<file path="src/rtl/core/scsu_pkg.sv">
// Shared types, widths, codes and reset values of the spiking cell sequencer.
// No dependencies.
`default_nettype none

package scsu_pkg;

  localparam int unsigned POT_W         = 20;  // signed Q4.16 potential
  localparam int unsigned LVL_W         = 19;  // unsigned levels and gain
  localparam int unsigned OP_W          = 3;
  localparam int unsigned CFG_IDX_W     = 2;
  localparam int unsigned CFG_DATA_W    = 20;
  localparam int unsigned QUOT_W        = POT_W;  // quotient bits kept
  localparam int unsigned FRAC_BITS_DEF = 16;

  localparam logic signed [POT_W-1:0] POT_MAX = 20'sh7FFFF;
  localparam logic signed [POT_W-1:0] POT_MIN = 20'sh80000;

  // Opcodes
  localparam logic [OP_W-1:0] OP_TICK     = 3'd0;
  localparam logic [OP_W-1:0] OP_ACTIVATE = 3'd1;
  localparam logic [OP_W-1:0] OP_ADD      = 3'd2;
  localparam logic [OP_W-1:0] OP_SET      = 3'd3;
  localparam logic [OP_W-1:0] OP_CHECK    = 3'd4;

  // Register indexes
  localparam logic [CFG_IDX_W-1:0] CFG_HOLD   = 2'd0;
  localparam logic [CFG_IDX_W-1:0] CFG_ACTION = 2'd1;
  localparam logic [CFG_IDX_W-1:0] CFG_REFR   = 2'd2;
  localparam logic [CFG_IDX_W-1:0] CFG_GAIN   = 2'd3;

  localparam logic [LVL_W-1:0]        HOLD_RST   = 19'd13107;
  localparam logic [LVL_W-1:0]        ACTION_RST = 19'd65536;
  localparam logic signed [POT_W-1:0] REFR_RST   = -20'sd26214;
  localparam logic [LVL_W-1:0]        GAIN_RST   = 19'd52429;

  typedef struct packed {
    logic [LVL_W-1:0]        hold;
    logic [LVL_W-1:0]        action;
    logic signed [POT_W-1:0] refr;
    logic [LVL_W-1:0]        gain;
  } cfg_t;

  typedef struct packed {
    logic              done;  // one-cycle pulse when the quotient is ready
    logic              ovf;   // quotient does not fit in QUOT_W bits
    logic [QUOT_W-1:0] quot;
  } div_res_t;

endpackage

`default_nettype wire

</file>
<file path="src/rtl/core/scsu_cfg.sv">
// Configuration register file of the spiking cell sequencer.
// Depends on scsu_pkg.
`default_nettype none

module scsu_cfg (
  input  wire logic                            clk_i,
  input  wire logic                            rst_ni,
  input  wire logic                            cfg_we_i,
  input  wire logic [scsu_pkg::CFG_IDX_W-1:0]  cfg_index_i,
  input  wire logic [scsu_pkg::CFG_DATA_W-1:0] cfg_data_i,
  output scsu_pkg::cfg_t                       cfg_o
);
  import scsu_pkg::*;

  cfg_t cfg_q;

  always_ff @(posedge clk_i or negedge rst_ni) begin
    if (!rst_ni) begin
      cfg_q.hold   <= HOLD_RST;
      cfg_q.action <= ACTION_RST;
      cfg_q.refr   <= REFR_RST;
      cfg_q.gain   <= GAIN_RST;
    end else if (cfg_we_i) begin
      unique case (cfg_index_i)
        CFG_HOLD:   cfg_q.hold   <= cfg_data_i[LVL_W-1:0];
        CFG_ACTION: cfg_q.action <= cfg_data_i[LVL_W-1:0];
        CFG_REFR:   cfg_q.refr   <= $signed(cfg_data_i[POT_W-1:0]);
        CFG_GAIN:   cfg_q.gain   <= cfg_data_i[LVL_W-1:0];
        default: ;
      endcase
    end
  end

  assign cfg_o = cfg_q;

endmodule

`default_nettype wire

</file>
<file path="src/rtl/core/scsu_div.sv">
// Radix-2 restoring divider: (gain << FRAC_BITS) / divisor, one bit a cycle.
// Depends on scsu_pkg. Quotients too wide for QUOT_W bits raise ovf.
`default_nettype none

module scsu_div #(
  parameter int unsigned FRAC_BITS = scsu_pkg::FRAC_BITS_DEF
) (
  input  wire logic                        clk_i,
  input  wire logic                        rst_ni,
  input  wire logic                        start_i,
  input  wire logic [scsu_pkg::LVL_W-1:0]  gain_i,
  input  wire logic [scsu_pkg::POT_W-1:0]  divisor_i,
  output scsu_pkg::div_res_t               res_o
);
  import scsu_pkg::*;

  localparam int unsigned DV_W  = POT_W;
  localparam int unsigned DVD_W = LVL_W + FRAC_BITS;
  localparam int unsigned HI_W  = DVD_W - QUOT_W;
  localparam int unsigned CMP_W = (HI_W > DV_W) ? HI_W : DV_W;
  localparam int unsigned CNT_W = $clog2(QUOT_W);

  logic [DVD_W-1:0]  dvd;
  logic [CMP_W-1:0]  hi_ext;
  logic              ovf_start;
  logic [DV_W:0]     trial;
  logic [DV_W:0]     diff;
  logic              ge;

  logic              busy_q, done_q;
  logic [CNT_W-1:0]  cnt_q;
  logic [DV_W-1:0]   rem_q, dsr_q;
  logic [QUOT_W-1:0] lo_q, quot_q;
  logic              ovf_q;

  assign dvd       = {gain_i, {FRAC_BITS{1'b0}}};
  assign hi_ext    = CMP_W'(dvd[DVD_W-1 -: HI_W]);
  // The quotient needs more than QUOT_W bits exactly when the top part
  // of the dividend already reaches the divisor.
  assign ovf_start = hi_ext >= CMP_W'(divisor_i);

  assign trial = {rem_q, lo_q[QUOT_W-1]};
  assign ge    = trial >= {1'b0, dsr_q};
  assign diff  = trial - {1'b0, dsr_q};

  always_ff @(posedge clk_i or negedge rst_ni) begin
    if (!rst_ni) begin
      busy_q <= 1'b0;
      done_q <= 1'b0;
      cnt_q  <= '0;
    end else begin
      done_q <= 1'b0;
      if (start_i) begin
        busy_q <= 1'b1;
        cnt_q  <= CNT_W'(QUOT_W - 1);
      end else if (busy_q) begin
        cnt_q <= cnt_q - 1'b1;
        if (cnt_q == '0) begin
          busy_q <= 1'b0;
          done_q <= 1'b1;
        end
      end
    end
  end

  always_ff @(posedge clk_i) begin
    if (start_i) begin
      ovf_q  <= ovf_start;
      rem_q  <= ovf_start ? '0 : hi_ext[DV_W-1:0];
      dsr_q  <= divisor_i;
      lo_q   <= dvd[QUOT_W-1:0];
      quot_q <= '0;
    end else if (busy_q) begin
      rem_q  <= ge ? diff[DV_W-1:0] : trial[DV_W-1:0];
      lo_q   <= {lo_q[QUOT_W-2:0], 1'b0};
      quot_q <= {quot_q[QUOT_W-2:0], ge};
    end
  end

  assign res_o = '{done: done_q, ovf: ovf_q, quot: quot_q};

endmodule

`default_nettype wire

</file>
<file path="src/rtl/core/spiking_cell_potential_sequencer_unit.sv">
// Spiking cell potential sequencer: one neuron cell with a Q4.16 potential.
// Depends on scsu_pkg, scsu_cfg and scsu_div.
//
// Usage:
//   Input channel (in_valid_i / in_ready_o) carries opcode_i and value_i;
//   output channel (out_valid_o / out_ready_i) carries one result item per
//   input item: the potential after the item and four status flags.
//   Configuration is a plain write port (cfg_we_i, cfg_index_i, cfg_data_i);
//   the user must write it only while the cell is idle; nothing enforces it.
// Latency and throughput:
//   A tick in the rising phase whose gap to the action level exceeds the
//   epsilon runs the radix-2 divider, one quotient bit a cycle over
//   QUOT_W (20) bits; the result is committed from the finishing state. Every
//   other item shows its result the cycle after acceptance. One item is
//   in flight at a time, so the divider loop sets the worst-case rate.
// Reset:
//   rst_ni low clears the potential to rest, the phase to idle, the
//   registers to their defaults and drops any pending result.
// Stall:
//   The result register holds its item until out_ready_i; a new item is
//   taken in the same cycle that the waiting one leaves, never earlier.
`default_nettype none

module spiking_cell_potential_sequencer_unit #(
  parameter int unsigned FRAC_BITS = scsu_pkg::FRAC_BITS_DEF
) (
  input  wire logic                               clk_i,
  input  wire logic                               rst_ni,
  input  wire logic                               cfg_we_i,
  input  wire logic [scsu_pkg::CFG_IDX_W-1:0]     cfg_index_i,
  input  wire logic [scsu_pkg::CFG_DATA_W-1:0]    cfg_data_i,
  input  wire logic                               in_valid_i,
  output logic                                    in_ready_o,
  input  wire logic [scsu_pkg::OP_W-1:0]          opcode_i,
  input  wire logic signed [scsu_pkg::POT_W-1:0]  value_i,
  output logic                                    out_valid_o,
  input  wire logic                               out_ready_i,
  output logic signed [scsu_pkg::POT_W-1:0]       potential_out_o,
  output logic                                    fired_o,
  output logic                                    is_active_o,
  output logic                                    on_update_o,
  output logic                                    under_pressure_o
);
  import scsu_pkg::*;

  // Working width for sums and compares: room for action minus potential
  // plus a full quotient without wrap.
  localparam int unsigned EXT_W = POT_W + 3;
  localparam int unsigned EPS   = ((1 << FRAC_BITS) + 5000) / 10000;

  localparam logic signed [EXT_W-1:0] EPS_X     = EXT_W'(EPS);
  localparam logic signed [EXT_W-1:0] POT_MAX_X = EXT_W'(POT_MAX);
  localparam logic signed [EXT_W-1:0] POT_MIN_X = EXT_W'(POT_MIN);

  // Phases of the cell
  localparam logic [2:0] PH_IDLE = 3'd0;
  localparam logic [2:0] PH_RISE = 3'd1;
  localparam logic [2:0] PH_REFR = 3'd2;
  localparam logic [2:0] PH_DOWN = 3'd3;
  localparam logic [2:0] PH_UP   = 3'd4;

  // Sequencer states
  localparam logic [1:0] ST_IDLE = 2'd0;
  localparam logic [1:0] ST_DIV  = 2'd1;
  localparam logic [1:0] ST_FIN  = 2'd2;

  function automatic logic signed [POT_W-1:0] sat_pot(input logic signed [EXT_W-1:0] v);
    logic signed [POT_W-1:0] r;
    if (v > POT_MAX_X) begin
      r = POT_MAX;
    end else if (v < POT_MIN_X) begin
      r = POT_MIN;
    end else begin
      r = $signed(v[POT_W-1:0]);
    end
    return r;
  endfunction

  cfg_t     cfg;
  div_res_t div_res;

  logic [1:0]              st_q, st_d;
  logic signed [POT_W-1:0] pot_q;
  logic [2:0]              ph_q;

  logic                    out_valid_q;
  logic signed [POT_W-1:0] out_pot_q;
  logic                    fired_q, active_q, update_q, press_q;

  logic signed [EXT_W-1:0] pot_x, neg_x, hold_x, action_x, sub_x, quot_x;
  logic signed [POT_W-1:0] rise_base, refr_p, quarter_p, nxt_p;
  logic [2:0]              nxt_ph;
  logic [OP_W-1:0]         op_eff;
  logic                    fin, out_free, accept, need_div, start_div, commit;
  logic                    nxt_fired;

  scsu_cfg u_cfg (
    .clk_i       (clk_i),
    .rst_ni      (rst_ni),
    .cfg_we_i    (cfg_we_i),
    .cfg_index_i (cfg_index_i),
    .cfg_data_i  (cfg_data_i),
    .cfg_o       (cfg)
  );

  assign pot_x    = EXT_W'(pot_q);
  assign neg_x    = -pot_x;
  assign hold_x   = $signed(EXT_W'(cfg.hold));
  assign action_x = $signed(EXT_W'(cfg.action));
  assign sub_x    = action_x - pot_x;
  assign quot_x   = $signed(EXT_W'(div_res.quot));

  // Handshake: take an item only when idle and the result slot frees.
  assign fin        = (st_q == ST_FIN);
  assign out_free   = !out_valid_q || out_ready_i;
  assign in_ready_o = (st_q == ST_IDLE) && out_free;
  assign accept     = in_valid_i && in_ready_o;
  assign need_div   = sub_x > EPS_X;
  assign start_div  = accept && (opcode_i == OP_TICK) && (ph_q == PH_RISE) && need_div;
  assign commit     = (accept && !start_div) || (fin && out_free);

  scsu_div #(
    .FRAC_BITS (FRAC_BITS)
  ) u_div (
    .clk_i     (clk_i),
    .rst_ni    (rst_ni),
    .start_i   (start_div),
    .gain_i    (cfg.gain),
    .divisor_i (sub_x[POT_W-1:0]),
    .res_o     (div_res)
  );

  // Step logic. In the finishing state the opcode is the pending rise tick.
  assign op_eff = fin ? OP_TICK : opcode_i;

  always_comb begin
    if (fin) begin
      rise_base = div_res.ovf ? POT_MAX : sat_pot(pot_x + quot_x);
    end else begin
      rise_base = pot_q;
    end
    refr_p    = sat_pot(pot_x + (neg_x >>> 1));
    quarter_p = sat_pot(pot_x + (neg_x >>> 2));

    nxt_p = pot_q;
    nxt_ph = ph_q;
    case (op_eff)
      OP_TICK: begin
        unique case (ph_q)
          PH_IDLE: ;
          PH_RISE: begin
            nxt_p = rise_base;
            if (EXT_W'(rise_base) >= action_x - EPS_X) begin
              nxt_p  = $signed({1'b0, cfg.action});
              nxt_ph = PH_REFR;
            end
          end
          PH_REFR: begin
            nxt_p = refr_p;
            if (EXT_W'(refr_p) < hold_x) begin
              nxt_p  = cfg.refr;
              nxt_ph = PH_UP;
            end
          end
          PH_DOWN: begin
            nxt_p = quarter_p;
            if (EXT_W'(quarter_p) <= EPS_X) begin
              nxt_p  = '0;
              nxt_ph = PH_IDLE;
            end
          end
          PH_UP: begin
            nxt_p = quarter_p;
            if (EXT_W'(quarter_p) >= -EPS_X) begin
              nxt_p  = '0;
              nxt_ph = PH_IDLE;
            end
          end
          default: nxt_ph = PH_IDLE;
        endcase
      end
      OP_ACTIVATE: begin
        if (pot_x < hold_x) begin
          nxt_p  = $signed({1'b0, cfg.hold});
          nxt_ph = PH_RISE;
        end
      end
      OP_ADD: nxt_p = sat_pot(pot_x + EXT_W'(value_i));
      OP_SET: nxt_p = value_i;
      OP_CHECK: begin
        if (pot_x >= hold_x) begin
          nxt_p  = $signed({1'b0, cfg.hold});
          nxt_ph = PH_RISE;
        end else if (pot_q > 0) begin
          nxt_ph = PH_DOWN;
        end else begin
          nxt_ph = PH_UP;
        end
      end
      default: ;  // unused opcodes leave the cell as it is
    endcase

    nxt_fired = (op_eff == OP_TICK) && (EXT_W'(nxt_p) >= hold_x);
  end

  // Sequencer: wait for the divider, then finish the rise step.
  always_comb begin
    st_d = st_q;
    unique case (st_q)
      ST_IDLE: if (start_div) st_d = ST_DIV;
      ST_DIV:  if (div_res.done) st_d = ST_FIN;
      ST_FIN:  if (out_free) st_d = ST_IDLE;
      default: st_d = ST_IDLE;
    endcase
  end

  always_ff @(posedge clk_i or negedge rst_ni) begin
    if (!rst_ni) begin
      st_q        <= ST_IDLE;
      pot_q       <= '0;
      ph_q        <= PH_IDLE;
      out_valid_q <= 1'b0;
    end else begin
      st_q <= st_d;
      if (commit) begin
        pot_q       <= nxt_p;
        ph_q        <= nxt_ph;
        out_valid_q <= 1'b1;
      end else if (out_ready_i) begin
        out_valid_q <= 1'b0;
      end
    end
  end

  // Result payload: load on commit, hold otherwise.
  always_ff @(posedge clk_i) begin
    if (commit) begin
      out_pot_q <= nxt_p;
      fired_q   <= nxt_fired;
      active_q  <= EXT_W'(nxt_p) >= hold_x;
      update_q  <= nxt_ph != PH_IDLE;
      press_q   <= nxt_ph == PH_DOWN;
    end
  end

  assign out_valid_o      = out_valid_q;
  assign potential_out_o  = out_pot_q;
  assign fired_o          = fired_q;
  assign is_active_o      = active_q;
  assign on_update_o      = update_q;
  assign under_pressure_o = press_q;

endmodule

`default_nettype wire

</file>
<file path="config.mk">
export PLATFORM = sky130hd
export DESIGN_NAME = spiking_cell_potential_sequencer_unit
export DESIGN_NICKNAME = d
export VERILOG_FILES = /design/src/rtl/core/scsu_pkg.sv /design/src/rtl/core/scsu_cfg.sv /design/src/rtl/core/scsu_div.sv /design/src/rtl/core/spiking_cell_potential_sequencer_unit.sv
export SDC_FILE = /design/constraint.sdc
export NUM_CORES = 1
export LEC_CHECK = 0
export ABC_AREA = 1
export CORE_ASPECT_RATIO = 1.5
export CORE_UTILIZATION = 65
export DETAILED_ROUTE_END_ITERATION = 7
export DONT_BUFFER_PORTS = 1
export MAX_ROUTING_LAYER = met4
export PLACE_DENSITY = 0.9
export SKIP_LAST_GASP = 1
export SLEW_MARGIN = 30
export SYNTH_ARGS = -nofsm -noshare
export SYNTH_HDL_FRONTEND = slang
export SYNTH_SLANG_ARGS = --single-unit
</file>
<file path="constraint.sdc">
create_clock -name clk_i -period 10.4 [get_ports clk_i]
set_clock_uncertainty 0.2 [all_clocks]
set_input_delay 1.56 -clock clk_i [delete_from_list [all_inputs] [get_ports clk_i]]
set_output_delay 1.56 -clock clk_i [all_outputs]
set_load 0.1 [all_outputs]
</file>
==> metrics.md, run 1 <==
| Metric | Value |
|---|---|
| Chip height | `roughly 220 um` |
| Initial antenna violation count | `0` |
| EDFF count, synth | `between 60 and 70` |
| Starting Density | `65.96%` |
| Status | `did not finish` |
| Post-DP HPWL | `roughly 58 mm` |
| Synth area leaders | `ha_1, nand2_1, edfxtp_1, dfrtp_1, inv_1` |
| Remaining Overflow, GRT | `0` |
| Die W | `145.1 um` |
| Ys Warns | `0` |
| Synthesized Nets | `~3100` |
| Num rows | `78` |
| Worst endpoint after global-route timing repair | `fired_o$_DFFE_PP_/D` |
| Main flop type after synthesis | `dfrtp_1` |
| Placer Congestion | `1.099` |
| I/O Pins | `76` |
| H-tree Lvls | `4` |
| Post_cts resized | `0` |
| Tool error | `[ERROR DRT-0255] Maze Route cannot find path of net _2316_ in worker of routeBox ( 96600 48300 ) ( 145065 96600 ).` |
| Clk Tree Root Cell | `clkbuf_16` |
| Register area share after synthesis | `around a quarter` |
| Share of the synthesized area in the top cell type | `a little over an eighth` |
| Average cell area after synthesis | `between 7 and 8 um2` |
| Netlist cell types | `72` |
| Hold-fix buffers, CTS | `0` |
| Fail Step | `detailed routing (5_2_route)` |
| GRT Total Usage | `48.86%` |
| Largest net degree at the start of global routing | `around 110` |
| Mapped cell area | `19960 um2` |
| Post-synthesis cell count | `between 2000 and 3000` |
| PortBufs | `0` |
| CTS Sinks | `approximately 200` |
| Number of global-route vias before repair | `~21000` |
| Placed instance count | `around 3200` |
| Yosys reg bits | `between 150 and 200` |
| Yosys top cell by area | `ha_1` |
| Post-synth ARST share | `between 50 and 60%` |
| Post-CTS Setup Inserts | `0` |
| First-pass GRT wire length | `about 110 mm` |
| Total CTS buffers | `17` |
| CTS Buffer Depth | `2` |
| WEP type | `sequential cell input` |
==> metal layers <==
layer / GRT usage, %
met1: 46.08
met2: 80.51
met3: 9.979
met4: 51.65
met5: -
==> kinds of logic after synthesis <==
kind of cell / synth area share, %
flops: 26.37
xor+xnor: 5.436
mux: 0.05642
fa+ha+maj: 14.17
compound gates: 19.00
simple gates: 25.77
buf+inv: 9.204
==> synthesized netlist by cell type (6+ instances only) <==
| library cell | n |
|---|---|
| dfstp_2 | 30 |
| buf_6 | 6 |
| o21bai_1 | 17 |
| nor3_1 | 33 |
| dfrtp_1 | 80 |
| a221oi_1 | 13 |
| dfxtp_1 | 20 |
| a21o_1 | 9 |
| or2_2 | 7 |
| inv_1 | 353 |
| o2111ai_1 | 6 |
| nand3b_1 | 8 |
| buf_2 | 10 |
| nor2_2 | 7 |
| nand4_1 | 34 |
| a21oi_2 | 6 |
| o211ai_1 | 38 |
| a31oi_1 | 9 |
| nor2_1 | 159 |
| xnor2_1 | 28 |
| a21oi_1 | 238 |
| edfxtp_1 | 69 |
| nand2_1 | 709 |
| o21ai_0 | 220 |
| nand2_2 | 18 |
| clkbuf_1 | 59 |
| o21ai_1 | 27 |
| a21boi_0 | 12 |
| a21boi_1 | 20 |
| nand3_2 | 6 |
| o31ai_1 | 8 |
| o21a_1 | 6 |
| xor2_1 | 94 |
| nor4_1 | 14 |
| nand3_1 | 176 |
| inv_2 | 10 |
| a22oi_1 | 7 |
| ha_1 | 218 |
==> through the flow <==
stage	area, um2	utilization [%]	setup WS [ps]
floorplan	19960	-	3071
global placement	20310	67.14	506.1
detailed placement	20320	67.18	368.6
CTS	20880	69.02	281.2
global route	20920	69.14	153.2
==> run 2: changes to the inputs <==
--- a/config.mk
+++ b/config.mk
@@ -6,12 +6,10 @@
 export NUM_CORES = 1
 export LEC_CHECK = 0
 export ABC_AREA = 1
-export CORE_ASPECT_RATIO = 1.5
-export CORE_UTILIZATION = 65
+export CORE_UTILIZATION = 40
 export DETAILED_ROUTE_END_ITERATION = 7
 export DONT_BUFFER_PORTS = 1
-export MAX_ROUTING_LAYER = met4
-export PLACE_DENSITY = 0.9
+export PLACE_DENSITY_LB_ADDON = 0.15
 export SKIP_LAST_GASP = 1
 export SLEW_MARGIN = 30
 export SYNTH_ARGS = -nofsm -noshare
==> run 2 against run 1 <==
Against the previous run: the run now ends clean; synthesized cell count is the same; synthesized area did not move; global-route usage shrank 18 points.
==> metrics.md, run 2 <==
| Metric | Value |
|---|---|
| Status | `completed` |
| Die area | `slightly above 50000 um2` |
| Total CTS buffers | `17 (unchanged)` |
| Die W | `225.4 um (+55%)` |
| Max FFs per register | `a little under 80` |
| Worst hold path class | `reg -> reg` |
| I/O Pins | `76 (unchanged)` |
| ANT nets after route | `0` |
| Worst path slowest cell | `a21boi_0` |
| Max Slew Vio Count | `0` |
| Post-route design area | `~21000 um2` |
| Netlist cell types | `72 (unchanged)` |
| GRT Total Usage | `30.48% (-18 points)` |
| Synthesized Nets | `3123 (unchanged)` |
| Num rows | `81 (+3.8%)` |
| Final Setup Violations | `0` |
| Setup_tns | `0 ps` |
| Fmax | `about 110 MHz` |
| Worst Tran Pin Value | `~950 ps` |
| Yosys top cell by area | `ha_1` |
| Post-DP HPWL | `61.66 mm (+5.9%)` |
| Critical Path Max Stage Delay | `about 630 ps` |
| Core area | `approximately 49000 um2` |
| CP bufs+invs | `8` |
| Average cell area after synthesis | `7.002 um2 (unchanged)` |
| Area after DPL | `20680 um2 (+1.7%)` |
| CP endpoint kind | `register` |
| Clock-pin slew on the worst setup and hold paths | `90 ps` |
| R2r setup slk | `approximately 1000 ps` |
| Post-CTS Setup Inserts | `0 (unchanged)` |
| Share of the synthesized area in the top cell type | `13.67% (unchanged)` |
| Post-synthesis cell count | `2850 (unchanged)` |
| Top-count cell post-synth | `nand2_1` |
| Ys Warns | `0 (unchanged)` |
| Final period util | `about nine tenths` |
| Largest net degree at the start of global routing | `111 (unchanged)` |
| Placer Congestion | `1.012 (-7.9%)` |
| Post-synth ARST share | `55.28% (unchanged)` |
| Crit path DAT | `roughly 9400 ps` |
| Placed instance count | `3462 (+8.3%)` |
| Clk Tree Root Cell | `clkbuf_16` |
| Type of origin of the critical path | `register` |
| Ratio of cells with drive above 1 in the final layout | `under 10%` |
| Final Non-Filler Cells | `3495` |
| Clk_lat worst skew | `about 500 ps` |
| Post-route DRC | `0` |
| Yosys reg bits | `199 (unchanged)` |
| Remaining Overflow, GRT | `0 (unchanged)` |
| Crit path top cell by count | `nand2_1` |
| Pre-antenna DRT Iters | `6` |
| Hold-fix buffers, CTS | `0 (unchanged)` |
| First-pass GRT wire length | `114.9 mm (+1.1%)` |
| Layout area overhead | `6.740%` |
| RSZ-0062 raised after global routing | `no` |
| Number of global-route vias before repair | `18340 (-13%)` |
| Commonest cells in the netlist | `nand2_1, inv_1, a21oi_1, o21ai_0, ha_1` |
| Mapped cell area | `19960 um2 (unchanged)` |
| Chip height | `225.4 um (+4.0%)` |
| Final core utilization | `43.43%` |
| CTS tree | `done` |
| Max-Cap Viols | `0` |
| Via density | `between 5 and 6` |
| H-tree Lvls | `4 (unchanged)` |
| Vias post-DR | `between 15000 and 20000` |
| Routed WL | `slightly below 80 mm` |
| Max Fanout on Critical Path | `22` |
| Synth area leaders | `ha_1, nand2_1, edfxtp_1, dfrtp_1, inv_1` |
| DRT iter0 DRCs | `slightly below 2000` |
| Commonest non-fill, non-tap cell in the layout | `nand2_1` |
| WL/cell | `~22 um` |
| Register area share after synthesis | `26.37% (unchanged)` |
| Layout net count | `3090` |
| CTS Buffer Depth | `2 (unchanged)` |
| Main flop type after synthesis | `dfrtp_1` |
| Post_cts resized | `0 (unchanged)` |
| Worst EP required | `about 10000 ps` |
| Crit path time final | `about 9400 ps` |
| Starting Density | `40.68% (-25 points)` |
| EDFF count, synth | `69 (unchanged)` |
| Hold Violations, Final | `0` |
| CTS Sinks | `199 (unchanged)` |
| PortBufs | `0 (unchanged)` |
| CP Class | `reg -> reg` |
| CP delay by family, top | `simple AND/OR/NAND/NOR gates` |
| Slew margin rel. | `roughly 36%` |
| Initial antenna violation count | `0 (unchanged)` |
| Most frequent cells in the layout | `nand2_1, inv_1, a21oi_1` |
-- run 2: cell counts after synthesis --
No cell type changed its count.
-- run 2: layer usage --
layer | wire length [um] | vias up | part of all wire [%] | track usage [%]
li1 | - | 9510 | - | -
met1 | 34870 | 9326 | 45 | 42.13
met2 | 33340 | 757 | 43 | 46.63
met3 | 6353 | 108 | 8.2 | 6.389
met4 | 2481 | 0 | 3.2 | 10.80
met5 | 0 | - | 0 | 0
-- run 2: cell families after synthesis --
kind of cell | Yosys count | share of synthesized area (%)
AOI/OAI and AO/OA | 657 | 19.00
xor gates and xnor gates | 123 | 5.436
adders and majority gates | 223 | 14.17
buffers and inverters | 458 | 9.204
DFF | 199 | 26.37
muxes | 1 | 0.05642
and+or+nand+nor | 1189 | 25.77
-- run 2: area by class of cell --
class                   count  area, um2
flip-flops and latches    199       5263
well taps                 664      830.8
repair buffers             35      302.8
clock inverters            14      183.9
clock buffers              18      429.2
inverters                 371       1398
fillers                  5206      27750
multi-input cells        2193      12890
diodes                      1      2.502
-- run 2: worst paths after layout --
path                                    from        endpoint  cells past startpoint
worst max-delay path                pot_q[1]         fired_o                     51
worst min-delay path            u_div.done_q         st_q[0]                      1
worst max register to register      pot_q[1]         fired_o                     51
worst min register to register  u_div.done_q         st_q[0]                      1
max in group asynchronous             rst_ni  u_cfg.cfg_o[6]                      0
min in group asynchronous             rst_ni  u_div.cnt_q[4]                      0
-- run 2: through the flow --
step | setup WS (ps) | hold slack, ps
detailed placement | 1234 | 256.1
finish | 1001 | 275.7
floorplan | 3071 | 235.8
global placement | 1198 | 252.4
global route | 210.8 | 318.3
CTS | 1186 | 268.3
Power of run 2 is not shown: default switching activity piles up to over one toggle a cycle in this logic, so the estimate is an artifact.
==> run 3: changes to the inputs <==
--- a/config.mk
+++ b/config.mk
@@ -9,7 +9,6 @@
 export CORE_UTILIZATION = 40
 export DETAILED_ROUTE_END_ITERATION = 7
 export DONT_BUFFER_PORTS = 1
-export PLACE_DENSITY_LB_ADDON = 0.15
 export SKIP_LAST_GASP = 1
 export SLEW_MARGIN = 30
 export SYNTH_ARGS = -nofsm -noshare
==> run 3 against run 2 <==
Against the previous run: global-route usage shrank 0.25 points; first-iteration DRC count increased by 0.30%; flip-flop and latch count unchanged; clock-buffer cell count down 1; maximum frequency shrank 0.67%; non-clock buffer count is 1 lower; design area down 0.13%; critical endpoint unchanged; hold slack gained 9.4 ps; critical path depth down 9.
==> metrics.md, run 3 (synthesized netlist as in run 2, its figures left out) <==
| Metric | Value |
|---|---|
| Starting Density | `40.68% (unchanged)` |
| Clk Tree Root Cell | `clkbuf_16` |
| Type of origin of the critical path | `register` |
| Total CTS buffers | `17 (unchanged)` |
| Ratio of cells with drive above 1 in the final layout | `6.610% (about the same)` |
| Multi-input logic area | `12890 um2 (about the same)` |
| Clock-pin slew on the worst setup and hold paths | `90 ps (about the same)` |
| CP Class | `reg -> reg` |
| Reg2Reg Depth | `42 (-18%)` |
| H-tree Lvls | `4 (unchanged)` |
| Critical Path Max Stage Delay | `800 ps (+170 ps)` |
| Layout net count | `3089 (-0.032%)` |
| Max FFs per register | `77 (unchanged)` |
| RSZ-0062 raised after global routing | `no` |
| Layout fillers | `5113 (-1.8%)` |
| Post-route DRC | `0 (unchanged)` |
| Remaining Overflow, GRT | `0 (unchanged)` |
| ANT nets after route | `0 (unchanged)` |
| Num rows | `81 (unchanged)` |
| Max Fanout on Critical Path | `23 (+4.5%)` |
| Slew margin rel. | `27.81% (-8.6 points)` |
| Final period util | `90.99% (+0.61 points)` |
| Worst hold path class | `reg -> reg` |
| Via density | `5.670 (+0.58%)` |
| Number of global-route vias before repair | `18540 (+1.1%)` |
| Max-Cap Viols | `0 (unchanged)` |
| PortBufs | `0 (unchanged)` |
| Hold Violations, Final | `0 (unchanged)` |
| CTS tree | `done` |
| Largest net degree at the start of global routing | `111 (unchanged)` |
| Post-CTS Setup Inserts | `0 (unchanged)` |
| Worst Tran Pin Value | `1082 ps (+130.8 ps)` |
| Worst path slowest cell | `dfrtp_1` |
| Crit path DAT | `9630 ps (+210 ps)` |
| WL/cell | `21.82 um (-1.0%)` |
| Layout area overhead | `6.602%` |
| Status | `completed` |
| Initial antenna violation count | `2 (+2)` |
| Post-route setup slack | `937.5 ps (-63.83 ps)` |
| Setup_tns | `0 ps (unchanged)` |
| Chip height | `225.4 um (unchanged)` |
| RR Startpoint | `pot_q[1]` |
| Worst EP required | `10560 ps (+140 ps)` |
| Reg area | `5263 um2 (unchanged)` |
| CTS Sinks | `199 (unchanged)` |
| Final Setup Violations | `0 (unchanged)` |
| CP endpoint kind | `register` |
| Placer Congestion | `1.004 (-0.86%)` |
| Most frequent cells in the layout | `nand2_1, inv_1, a21oi_1` |
| GRT Total Usage | `30.23% (-0.25 points)` |
| Core area | `49050 um2 (unchanged)` |
| Vias post-DR | `19810 (+0.55%)` |
| Commonest non-fill, non-tap cell in the layout | `nand2_1` |
| Post-Place Worst Slack | `1320 ps (+86.11 ps)` |
| Fmax | `105.7 MHz (-0.67%)` |
| Final core utilization | `43.37% (-0.056 points)` |
| Hold-fix buffers, CTS | `0 (unchanged)` |
| Die W | `225.4 um (unchanged)` |
| Pre-antenna DRT Iters | `5 (-1)` |
| Die area | `50790 um2 (unchanged)` |
| Clk_lat worst skew | `510 ps (about the same)` |
| CTS Buffer Depth | `2 (unchanged)` |
| First-pass GRT wire length | `114.2 mm (-0.67%)` |
| Routed WL | `76.24 mm (-1.0%)` |
| Post_cts resized | `0 (unchanged)` |
| Hold path depth | `1 (unchanged)` |
| HP Start | `u_div.done_q` |
| I/O Pins | `76 (unchanged)` |
| Crit path top cell by count | `nand2_1` |
| Crit path time final | `9462 ps (+63.83 ps)` |
| Setup crit start | `pot_q[1]` |
| DRT iter0 DRCs | `1994 (+0.30%)` |
| Max Slew Vio Count | `0 (unchanged)` |
| Post-DP HPWL | `60.99 mm (-1.1%)` |
## run 3: cell count changes in the layout (fill, tap and decap cells not counted), sizes merged
cell | before | now
inv | 371 | 374
buf | 35 | 34
clkbuf | 18 | 17
bufinv | 2 | 0
## run 3: layer usage
layer,wire [um],global-route usage [%],vias up
li1,-,-,9510
met1,33670,40.88,9394
met2,33340,46.93,766
met3,6276,6.415,136
met4,2922,11.52,4
met5,28,0,-
## run 3: worst max-delay path: cells and delay by family, from the launching register on
family	cells	cell delay, ps
AND/OR/NAND/NOR	19	3160
AO/OA/AOI/OAI	14	3130
adder cells (fa/ha/maj)	3	1030
flip-flops	1	800
buffers and inverters	5	680
XOR/XNOR	1	290
## run 3: per-stage QoR
step	instances	instance area [um2]	hold slack (ps)
finish	3494	21270	285.1
detailed placement	3461	20650	276.1
CTS	3493	21270	286.4
floorplan	2850	19960	235.8
global route	3493	21270	297.7
global placement	3461	20640	240.6
## run 3: area by class of cell
class / instances / area share, %
diodes: 1 / 0.01176
inverters: 371 / 6.581
multi-input cells: 2193 / 60.58
clock buffers: 17 / 2.000
well taps: 664 / 3.905
repair buffers: 34 / 1.294
flip-flops and latches: 199 / 24.74
clock inverters: 15 / 0.8940
## run 3: worst paths after layout
kind                                   end  slack [ps]
max in group asynchronous  u_cfg.cfg_o[23]        9080
setup / recovery                   fired_o         940
min in group asynchronous   u_div.cnt_q[0]         570
hold reg to reg                    st_q[0]         290
hold / removal                     st_q[0]         290
setup reg to reg                   fired_o         940
Power of run 3 is left out for the same reason.
